`config.mk`:
```
export PLATFORM = sky130hd
export DESIGN_NAME = deque_with_search_top
export DESIGN_NICKNAME = d
export VERILOG_FILES = /design/src/hw/rtl/dqs_pkg.sv /design/src/hw/rtl/dqs_cell.sv /design/src/hw/rtl/deque_with_search_top.sv
export VERILOG_INCLUDE_DIRS = /design/src /design/src/hw/rtl
export SDC_FILE = /design/constraint.sdc
export NUM_CORES = 2
export LEC_CHECK = 0
export ABC_AREA = 1
export BUFFER_PORTS_ARGS = -buffer_cell sky130_fd_sc_hd__buf_2
export CAP_MARGIN = 20
export CORE_UTILIZATION = 40
export DETAILED_ROUTE_END_ITERATION = 10
export SLEW_MARGIN = 20
export SYNTH_ARGS = -nofsm -noshare
export SYNTH_HDL_FRONTEND = slang
export SYNTH_SLANG_ARGS = --single-unit
```
`constraint.sdc`:
```
create_clock -name clk -period 56.1 [get_ports clk]
set_clock_uncertainty 0.15 [all_clocks]
set_input_delay 2.805 -clock clk [delete_from_list [all_inputs] [get_ports clk]]
set_output_delay 2.805 -clock clk [all_outputs]
set_load 0.1 [all_outputs]
```
`src/hw/rtl/deque_with_search_top_macros.svh`:
```
// ----------------------------------------------------------------------------
// Deque with search: assertion macros
// Shared concurrent assertion helpers for the deque RTL.
// ----------------------------------------------------------------------------
`ifndef DEQUE_WITH_SEARCH_TOP_MACROS_SVH
`define DEQUE_WITH_SEARCH_TOP_MACROS_SVH

`ifndef ASSERT_OFF
`define DQS_ASSERT_IMPLY(label, clk, rst_n, a, b) \
	label: assert property (@(posedge clk) disable iff (!(rst_n)) (a) |-> (b)) \
		else $error("assertion failed");
`define DQS_ASSERT_NEXT(label, clk, rst_n, a, b) \
	label: assert property (@(posedge clk) disable iff (!(rst_n)) (a) |=> (b)) \
		else $error("assertion failed");
`else
`define DQS_ASSERT_IMPLY(label, clk, rst_n, a, b)
`define DQS_ASSERT_NEXT(label, clk, rst_n, a, b)
`endif

`endif

```
`src/hw/rtl/dqs_pkg.sv`:
```
// ----------------------------------------------------------------------------
// Deque with search: package
// Request/result types, operation and status codes, cell control.
// ----------------------------------------------------------------------------
`timescale 1ns / 1ps
`default_nettype none

package dqs_pkg;

	typedef enum logic [2:0] {
		FUNC_PUSH_FRONT = 3'd0,
		FUNC_PUSH_BACK  = 3'd1,
		FUNC_POP_FRONT  = 3'd2,
		FUNC_POP_BACK   = 3'd3,
		FUNC_SEARCH     = 3'd4
	} func_t;

	typedef enum logic [1:0] {
		STAT_OK    = 2'd0,
		STAT_EMPTY = 2'd1,
		STAT_FULL  = 2'd2,
		STAT_MISS  = 2'd3
	} status_t;

	typedef enum logic [0:0] {
		ST_IDLE,
		ST_SWEEP
	} state_t;

	typedef enum logic [2:0] {
		CELL_HOLD,
		CELL_PUSH_FRONT,
		CELL_PUSH_BACK,
		CELL_POP_FRONT,
		CELL_ROTATE
	} cell_op_t;

	typedef struct packed {
		cell_op_t op;
		logic     at_count;
		logic     at_last;
	} cell_ctrl_t;

	typedef struct packed {
		logic [2:0]         func;
		logic signed [31:0] item_value;
	} req_t;

	typedef struct packed {
		logic [1:0]         status;
		logic signed [31:0] popped_value;
		logic [3:0]         match_position;
		logic [4:0]         entry_count;
	} rsp_t;

endpackage

`default_nettype wire

```
`src/hw/rtl/dqs_cell.sv`:
```
// ----------------------------------------------------------------------------
// Deque with search: storage cell
// One entry of the deque; takes its value from a neighbor or the load bus.
// ----------------------------------------------------------------------------
`timescale 1ns / 1ps
`default_nettype none

module dqs_cell (
	input  wire logic               clk,
	input  wire dqs_pkg::cell_ctrl_t ctrl,
	input  wire logic signed [31:0] prev_data,
	input  wire logic signed [31:0] next_data,
	input  wire logic signed [31:0] load_data,
	output logic signed [31:0]      data
);

	logic signed [31:0] data_q;
	logic signed [31:0] data_d;

	always_comb begin
		data_d = data_q;
		case (ctrl.op)
			dqs_pkg::CELL_PUSH_FRONT: data_d = prev_data;
			dqs_pkg::CELL_PUSH_BACK: begin
				if (ctrl.at_count) data_d = load_data;
			end
			dqs_pkg::CELL_POP_FRONT: data_d = next_data;
			dqs_pkg::CELL_ROTATE: data_d = ctrl.at_last ? load_data : next_data;
			default: data_d = data_q;
		endcase
	end

	always_ff @(posedge clk) begin
		data_q <= data_d;
	end

	assign data = data_q;

endmodule

`default_nettype wire

```
`src/hw/rtl/deque_with_search_top.sv`:
```
// ----------------------------------------------------------------------------
// Deque with search: top level
// Bounded double-ended queue held in a row of cells, with value search.
//
//   channel   signals                 handshake
//   request   start, busy, request    taken when start && !busy
//   result    done, result            valid for one cycle, no backpressure
//
// Push front/back, pop front and unused codes: the result is registered and
// appears in the cycle after the request; a new request may follow at once.
// Pop back and search: the row rotates once around the held entries, one
// step per cycle; busy stays high through the rotation and the result is
// registered after its last step. Empty queue: no rotation, result as above.
// Reset clears the count and the controller; entry contents are not reset.
// ----------------------------------------------------------------------------
`timescale 1ns / 1ps
`default_nettype none
`include "deque_with_search_top_macros.svh"

module deque_with_search_top #(
	parameter int QUEUE_DEPTH = 16
) (
	input  wire logic          clk,
	input  wire logic          arst_n,
	input  wire logic          start,
	output logic               busy,
	input  wire dqs_pkg::req_t request,
	output logic               done,
	output dqs_pkg::rsp_t      result
);

	localparam int CW = $clog2(QUEUE_DEPTH + 1);
	localparam int IW = $clog2(QUEUE_DEPTH);

	dqs_pkg::state_t state_q, state_d;
	logic [CW-1:0]      count_q, count_d;
	logic [IW-1:0]      step_q, step_d;
	logic               search_q, search_d;
	logic               found_q, found_d;
	logic [IW-1:0]      pos_q, pos_d;
	logic signed [31:0] key_q, key_d;
	dqs_pkg::rsp_t      rsp_q, rsp_d;
	logic               done_q, done_d;

	dqs_pkg::cell_op_t  cell_op;
	logic signed [31:0] cell_data [QUEUE_DEPTH];
	logic signed [31:0] load_data;

	logic accept;
	logic full;
	logic empty;
	logic last_step;
	logic hit_now;
	logic push_full;

	assign accept    = start && (state_q == dqs_pkg::ST_IDLE);
	assign full      = (count_q == CW'(QUEUE_DEPTH));
	assign empty     = (count_q == '0);
	assign last_step = (CW'(step_q) == (count_q - CW'(1)));
	assign hit_now   = search_q && !found_q && (cell_data[0] == key_q);
	assign load_data = (state_q == dqs_pkg::ST_SWEEP) ? cell_data[0] : request.item_value;
	assign push_full = accept && full && (request.func == dqs_pkg::FUNC_PUSH_FRONT ||
	                                      request.func == dqs_pkg::FUNC_PUSH_BACK);

	// cell row
	for (genvar i = 0; i < QUEUE_DEPTH; i++) begin : g_cell
		dqs_pkg::cell_ctrl_t ctrl;
		logic signed [31:0]  prev_data;
		logic signed [31:0]  next_data;

		assign ctrl = '{op:       cell_op,
		                at_count: (count_q == CW'(i)),
		                at_last:  (count_q == CW'(i + 1))};

		if (i == 0) begin : g_head
			assign prev_data = request.item_value;
		end else begin : g_body
			assign prev_data = cell_data[i-1];
		end

		if (i == QUEUE_DEPTH - 1) begin : g_tail
			assign next_data = cell_data[i];
		end else begin : g_inner
			assign next_data = cell_data[i+1];
		end

		dqs_cell u_cell (
			.clk       (clk),
			.ctrl      (ctrl),
			.prev_data (prev_data),
			.next_data (next_data),
			.load_data (load_data),
			.data      (cell_data[i])
		);
	end

	always_comb begin
		state_d  = state_q;
		count_d  = count_q;
		step_d   = step_q;
		search_d = search_q;
		found_d  = found_q;
		pos_d    = pos_q;
		key_d    = key_q;
		rsp_d    = rsp_q;
		done_d   = 1'b0;
		cell_op  = dqs_pkg::CELL_HOLD;

		unique case (state_q)
			dqs_pkg::ST_IDLE: begin
				if (accept) begin
					rsp_d.status         = dqs_pkg::STAT_OK;
					rsp_d.popped_value   = '0;
					rsp_d.match_position = '0;
					done_d               = 1'b1;
					case (request.func)
						dqs_pkg::FUNC_PUSH_FRONT: begin
							if (full) begin
								rsp_d.status = dqs_pkg::STAT_FULL;
							end else begin
								cell_op = dqs_pkg::CELL_PUSH_FRONT;
								count_d = count_q + CW'(1);
							end
						end
						dqs_pkg::FUNC_PUSH_BACK: begin
							if (full) begin
								rsp_d.status = dqs_pkg::STAT_FULL;
							end else begin
								cell_op = dqs_pkg::CELL_PUSH_BACK;
								count_d = count_q + CW'(1);
							end
						end
						dqs_pkg::FUNC_POP_FRONT: begin
							if (empty) begin
								rsp_d.status = dqs_pkg::STAT_EMPTY;
							end else begin
								rsp_d.popped_value = cell_data[0];
								cell_op            = dqs_pkg::CELL_POP_FRONT;
								count_d            = count_q - CW'(1);
							end
						end
						dqs_pkg::FUNC_POP_BACK: begin
							if (empty) begin
								rsp_d.status = dqs_pkg::STAT_EMPTY;
							end else begin
								state_d  = dqs_pkg::ST_SWEEP;
								search_d = 1'b0;
								found_d  = 1'b0;
								step_d   = '0;
								done_d   = 1'b0;
							end
						end
						dqs_pkg::FUNC_SEARCH: begin
							if (empty) begin
								rsp_d.status = dqs_pkg::STAT_MISS;
							end else begin
								state_d  = dqs_pkg::ST_SWEEP;
								search_d = 1'b1;
								found_d  = 1'b0;
								pos_d    = '0;
								key_d    = request.item_value;
								step_d   = '0;
								done_d   = 1'b0;
							end
						end
						default: ;
					endcase
					rsp_d.entry_count = 5'(count_d);
				end
			end
			dqs_pkg::ST_SWEEP: begin
				cell_op = dqs_pkg::CELL_ROTATE;
				step_d  = step_q + IW'(1);
				if (hit_now) begin
					found_d = 1'b1;
					pos_d   = step_q;
				end
				if (last_step) begin
					state_d              = dqs_pkg::ST_IDLE;
					done_d               = 1'b1;
					rsp_d.status         = dqs_pkg::STAT_OK;
					rsp_d.popped_value   = '0;
					rsp_d.match_position = '0;
					if (search_q) begin
						if (found_q) begin
							rsp_d.match_position = 4'(pos_q);
						end else if (hit_now) begin
							rsp_d.match_position = 4'(step_q);
						end else begin
							rsp_d.status = dqs_pkg::STAT_MISS;
						end
					end else begin
						rsp_d.popped_value = cell_data[0];
						count_d            = count_q - CW'(1);
					end
					rsp_d.entry_count = 5'(count_d);
				end
			end
			default: state_d = dqs_pkg::ST_IDLE;
		endcase
	end

	always_ff @(posedge clk or negedge arst_n) begin
		if (!arst_n) begin
			state_q <= dqs_pkg::ST_IDLE;
			count_q <= '0;
			done_q  <= 1'b0;
		end else begin
			state_q <= state_d;
			count_q <= count_d;
			done_q  <= done_d;
		end
	end

	always_ff @(posedge clk) begin
		step_q   <= step_d;
		search_q <= search_d;
		found_q  <= found_d;
		pos_q    <= pos_d;
		key_q    <= key_d;
		rsp_q    <= rsp_d;
	end

	assign busy   = (state_q != dqs_pkg::ST_IDLE);
	assign done   = done_q;
	assign result = rsp_q;

	`DQS_ASSERT_IMPLY(a_sweep_nonempty, clk, arst_n, state_q == dqs_pkg::ST_SWEEP, count_q != '0)
	`DQS_ASSERT_IMPLY(a_count_bound, clk, arst_n, 1'b1, count_q <= CW'(QUEUE_DEPTH))
	`DQS_ASSERT_IMPLY(a_done_idle, clk, arst_n, done_q, state_q == dqs_pkg::ST_IDLE)
	`DQS_ASSERT_NEXT(a_full_push, clk, arst_n, push_full, done_q && rsp_q.status == dqs_pkg::STAT_FULL)

endmodule

`default_nettype wire

```
==> flow_summary.toml <==
[worst_hold_path]
holdPathEnd = "g_cell[12].u_cell.data[6]"
min_path_cells = 2
min_path_type = "reg -> reg"
hp-start = "g_cell[11].u_cell.data[6]"

[grt]
grt_use_total_pct = 23.3
grt_overflow = 0
grt_pass1_vias = 31717
grt_max_degree = 227
grt_pass1_wl_um = 176000
antenna_found_initial = 2

[synth]
ys_seq_area_share_pct = 48.3
yosysWarnings = 0
syn_inst = 5129
synth_nets = 5174
synth-seq-cells = 604
synth.top_cell.area_share_pct = 47.8
ys_top_cells_by_area = "edfxtp_1, nand2_1, nor2_1"
syn_area_per_cell_um2 = 7.31
yosys.area.top_type = "edfxtp_1"
synth_area_um2 = 37500
yosys.cell_types.count = 37

[clocking]
cts_tree = "yes"
cts_buffer_depth = 3
clk_latency_ns = 0.62
cts_made_buffers = 71
clock_sinks = 604
cts_hold_buf = 0
clk_pin_slew_ns = 0.06
post_cts_buffers = 0
cts.root.buffer_cell = "clkbuf_16"
cts_resized = 0
cts_htree_levels = 3

[timing]
finalSetupViolCount = 0
worstMarginPinSlew_ns = 1.41
fin_crit_sh_pct = 11.9
slew_viol_final = 0
final_hold_viol_count = 0
min_period_ns = 6.70
tns_ns = 0
fin_hold_ws_ns = 0.418
clock.fmax_ghz = 0.149
slew_headroom_pct = 6.06
rsz0062_at_grt = "no"

[placed_design]
hpwl_um = 59800
gp_congestion = 0.877
portBuffers = 82

[detailed_routing]
drc_errors = 0
drtPass1Iterations = 6
avgRoutedWirePerCell_um = 17.8
met2_length_um = 51700
vias = 33764
drtIter0Drc = 3286
dr_wl_met3_um = 7140
final_antenna_net_count = 0
totalWireLength_um = 112000
routed.top_layer = "met4"
wl_met1_um = 49300
vias_per_cell = 5.39

[floorplan]
die_area_um2 = 95000
ios = 83
die_h_um = 308
coreArea_um2 = 92200
die_w_um = 308
num_rows = 111
initial_core_util_pct = 40.7

[critical_path]
setup.worst_path.start_class = "input pin"
critical_path.slowest_cell = "buf_4"
r2r_end = "g_cell[11].u_cell.data[10]"
reg2reg_slack_ns = 50.69
critPathMaxFanout = 162
crit_chain = "buf_2 -> inv_1 -> nor2_2 -> inv_1 -> o21ai_4 -> buf_4 -> buf_12 -> buf_4"
max_stage_delay_ns = 0.87
endpoint_kind = "flip-flop"
worstRegToRegCells = 12
rr_startpoint = "count_q[0]"
crit_type = "in -> reg"
required_ns = 56.19
cp.arrival_ns = 6.79

[power]
finalPower_mw = 2.49
ir_worst_vdd_mv = 0.0360
power_density_nw_per_um2 = 61.4
leakagePower_nw = 15.7

[run]
drv_cap = 0

[run_status]
status = "finished, final reports clean"

[final_layout]
drive_gt1_share_pct = 5.36
final_nets = 5008
area_delta_synth_final_pct = 8.06
[worst max-delay path by stage]
| stage | endpoint | cells past startpoint | startpoint | slack [ns] |
|---|---|---|---|---|
| 2_1_floorplan | g_cell[0].u_cell.data[0] | 6 | start | 18.50 |
| 3_3_place_gp | g_cell[7].u_cell.data[13] | 11 | request[34] | 48.70 |
| 3_5_place_dp | g_cell[7].u_cell.data[13] | 9 | request[34] | 48.73 |
| 4_1_cts | g_cell[9].u_cell.data[8] | 9 | request[34] | 49.36 |
| 5_1_grt | g_cell[9].u_cell.data[6] | 8 | start | 49.14 |
| 6_report | g_cell[11].u_cell.data[10] | 8 | start | 49.40 |
[synth_stat cells (all sizes together)]
cell type  instances
nand2           1804
nor2             998
edfxtp           597
o21ai            493
a21oi            472
clkbuf           183
buf              177
inv               88
nand4             81
or2               60
nand3             52
a22oi             34
o211ai            30
xnor2             23
nor3              12
dfrtp              7
ha                 7
xor2               5
a21o               2
and2               1
nand3b             1
o21a               1
o22ai              1
[per-layer routing]
| metal | vias to the layer above | GRT usage (%) |
|---|---|---|
| met1 | 15816 | 31.1 |
| met3 | 171 | 2.85 |
| met5 | - | 0 |
| li1 | 16697 | - |
| met4 | 0 | 7.57 |
| met2 | 1080 | 39.0 |
[sequential cells by signal, indices dropped and copies added (netlist names)]
signal              count
g_cell.u_cell.data    512
result                 43
key_q                  32
count_q                 5
pos_q                   4
step_q                  4
busy                    1
done                    1
found_q                 1
search_q                1
[layout by cell type, fill, tap and decap left out, types with 50 or more instances in the layout]
cell,netlist,layout
clkbuf_16,0,76
o21ai_0,435,434
a21oi_1,471,471
or2_1,56,56
nand4_1,81,81
inv_1,63,62
edfxtp_1,597,597
nor2_1,993,992
o21ai_1,57,57
buf_2,158,82
nand3_1,50,50
nand2_1,1799,1788
[power breakdown]
group / total (mW) / internal (mW) / switching [mW]
logic: 1.02 / 0.291 / 0.728
registers: 1.02 / 0.840 / 0.178
clock network: 0.452 / 0.259 / 0.194
total: 2.49 / 1.39 / 1.10
[final cells by class]
| class | instances | area (um^2) |
|---|---|---|
| inverters | 88 | 343 |
| fillers | 9329 | 51700 |
| repair buffers | 121 | 778 |
| clock inverters | 31 | 199 |
| multi-input cells | 4077 | 17500 |
| clock buffers | 98 | 2000 |
| diodes | 3 | 7.51 |
| well taps | 1243 | 1560 |
| flip-flops and latches | 604 | 18100 |
[metrics by stage]
stage | worst slack (ns) | util (%) | instances | area [um^2]
global placement | 48.70 | 41.5 | 6133 | 38300
floorplan | 18.50 | - | 5129 | 37500
finish | 49.40 | 43.9 | 6265 | 40500
CTS | 49.36 | 43.9 | 6262 | 40500
detailed placement | 48.73 | 41.5 | 6133 | 38300
global route | 49.14 | 43.9 | 6264 | 40500
[worst max-delay path, delay by kind of cell]
family,cells,cell delay (ns)
AOI/OAI and AO/OA,1,0.80
buffers and inverters,6,2.80
and+or+nand+nor,1,0.19
[logic make-up after synthesis]
group / count (synthesis) / share of synthesized area (%)
AOI/OAI and AO/OA: 1033 / 14.3
xor gates and xnor gates: 28 / 0.654
adders and majority gates: 7 / 0.234
buffers and inverters: 448 / 5.15
DFF: 604 / 48.3
and+or+nand+nor: 3009 / 31.4
(Power assumes the default switching activity.)
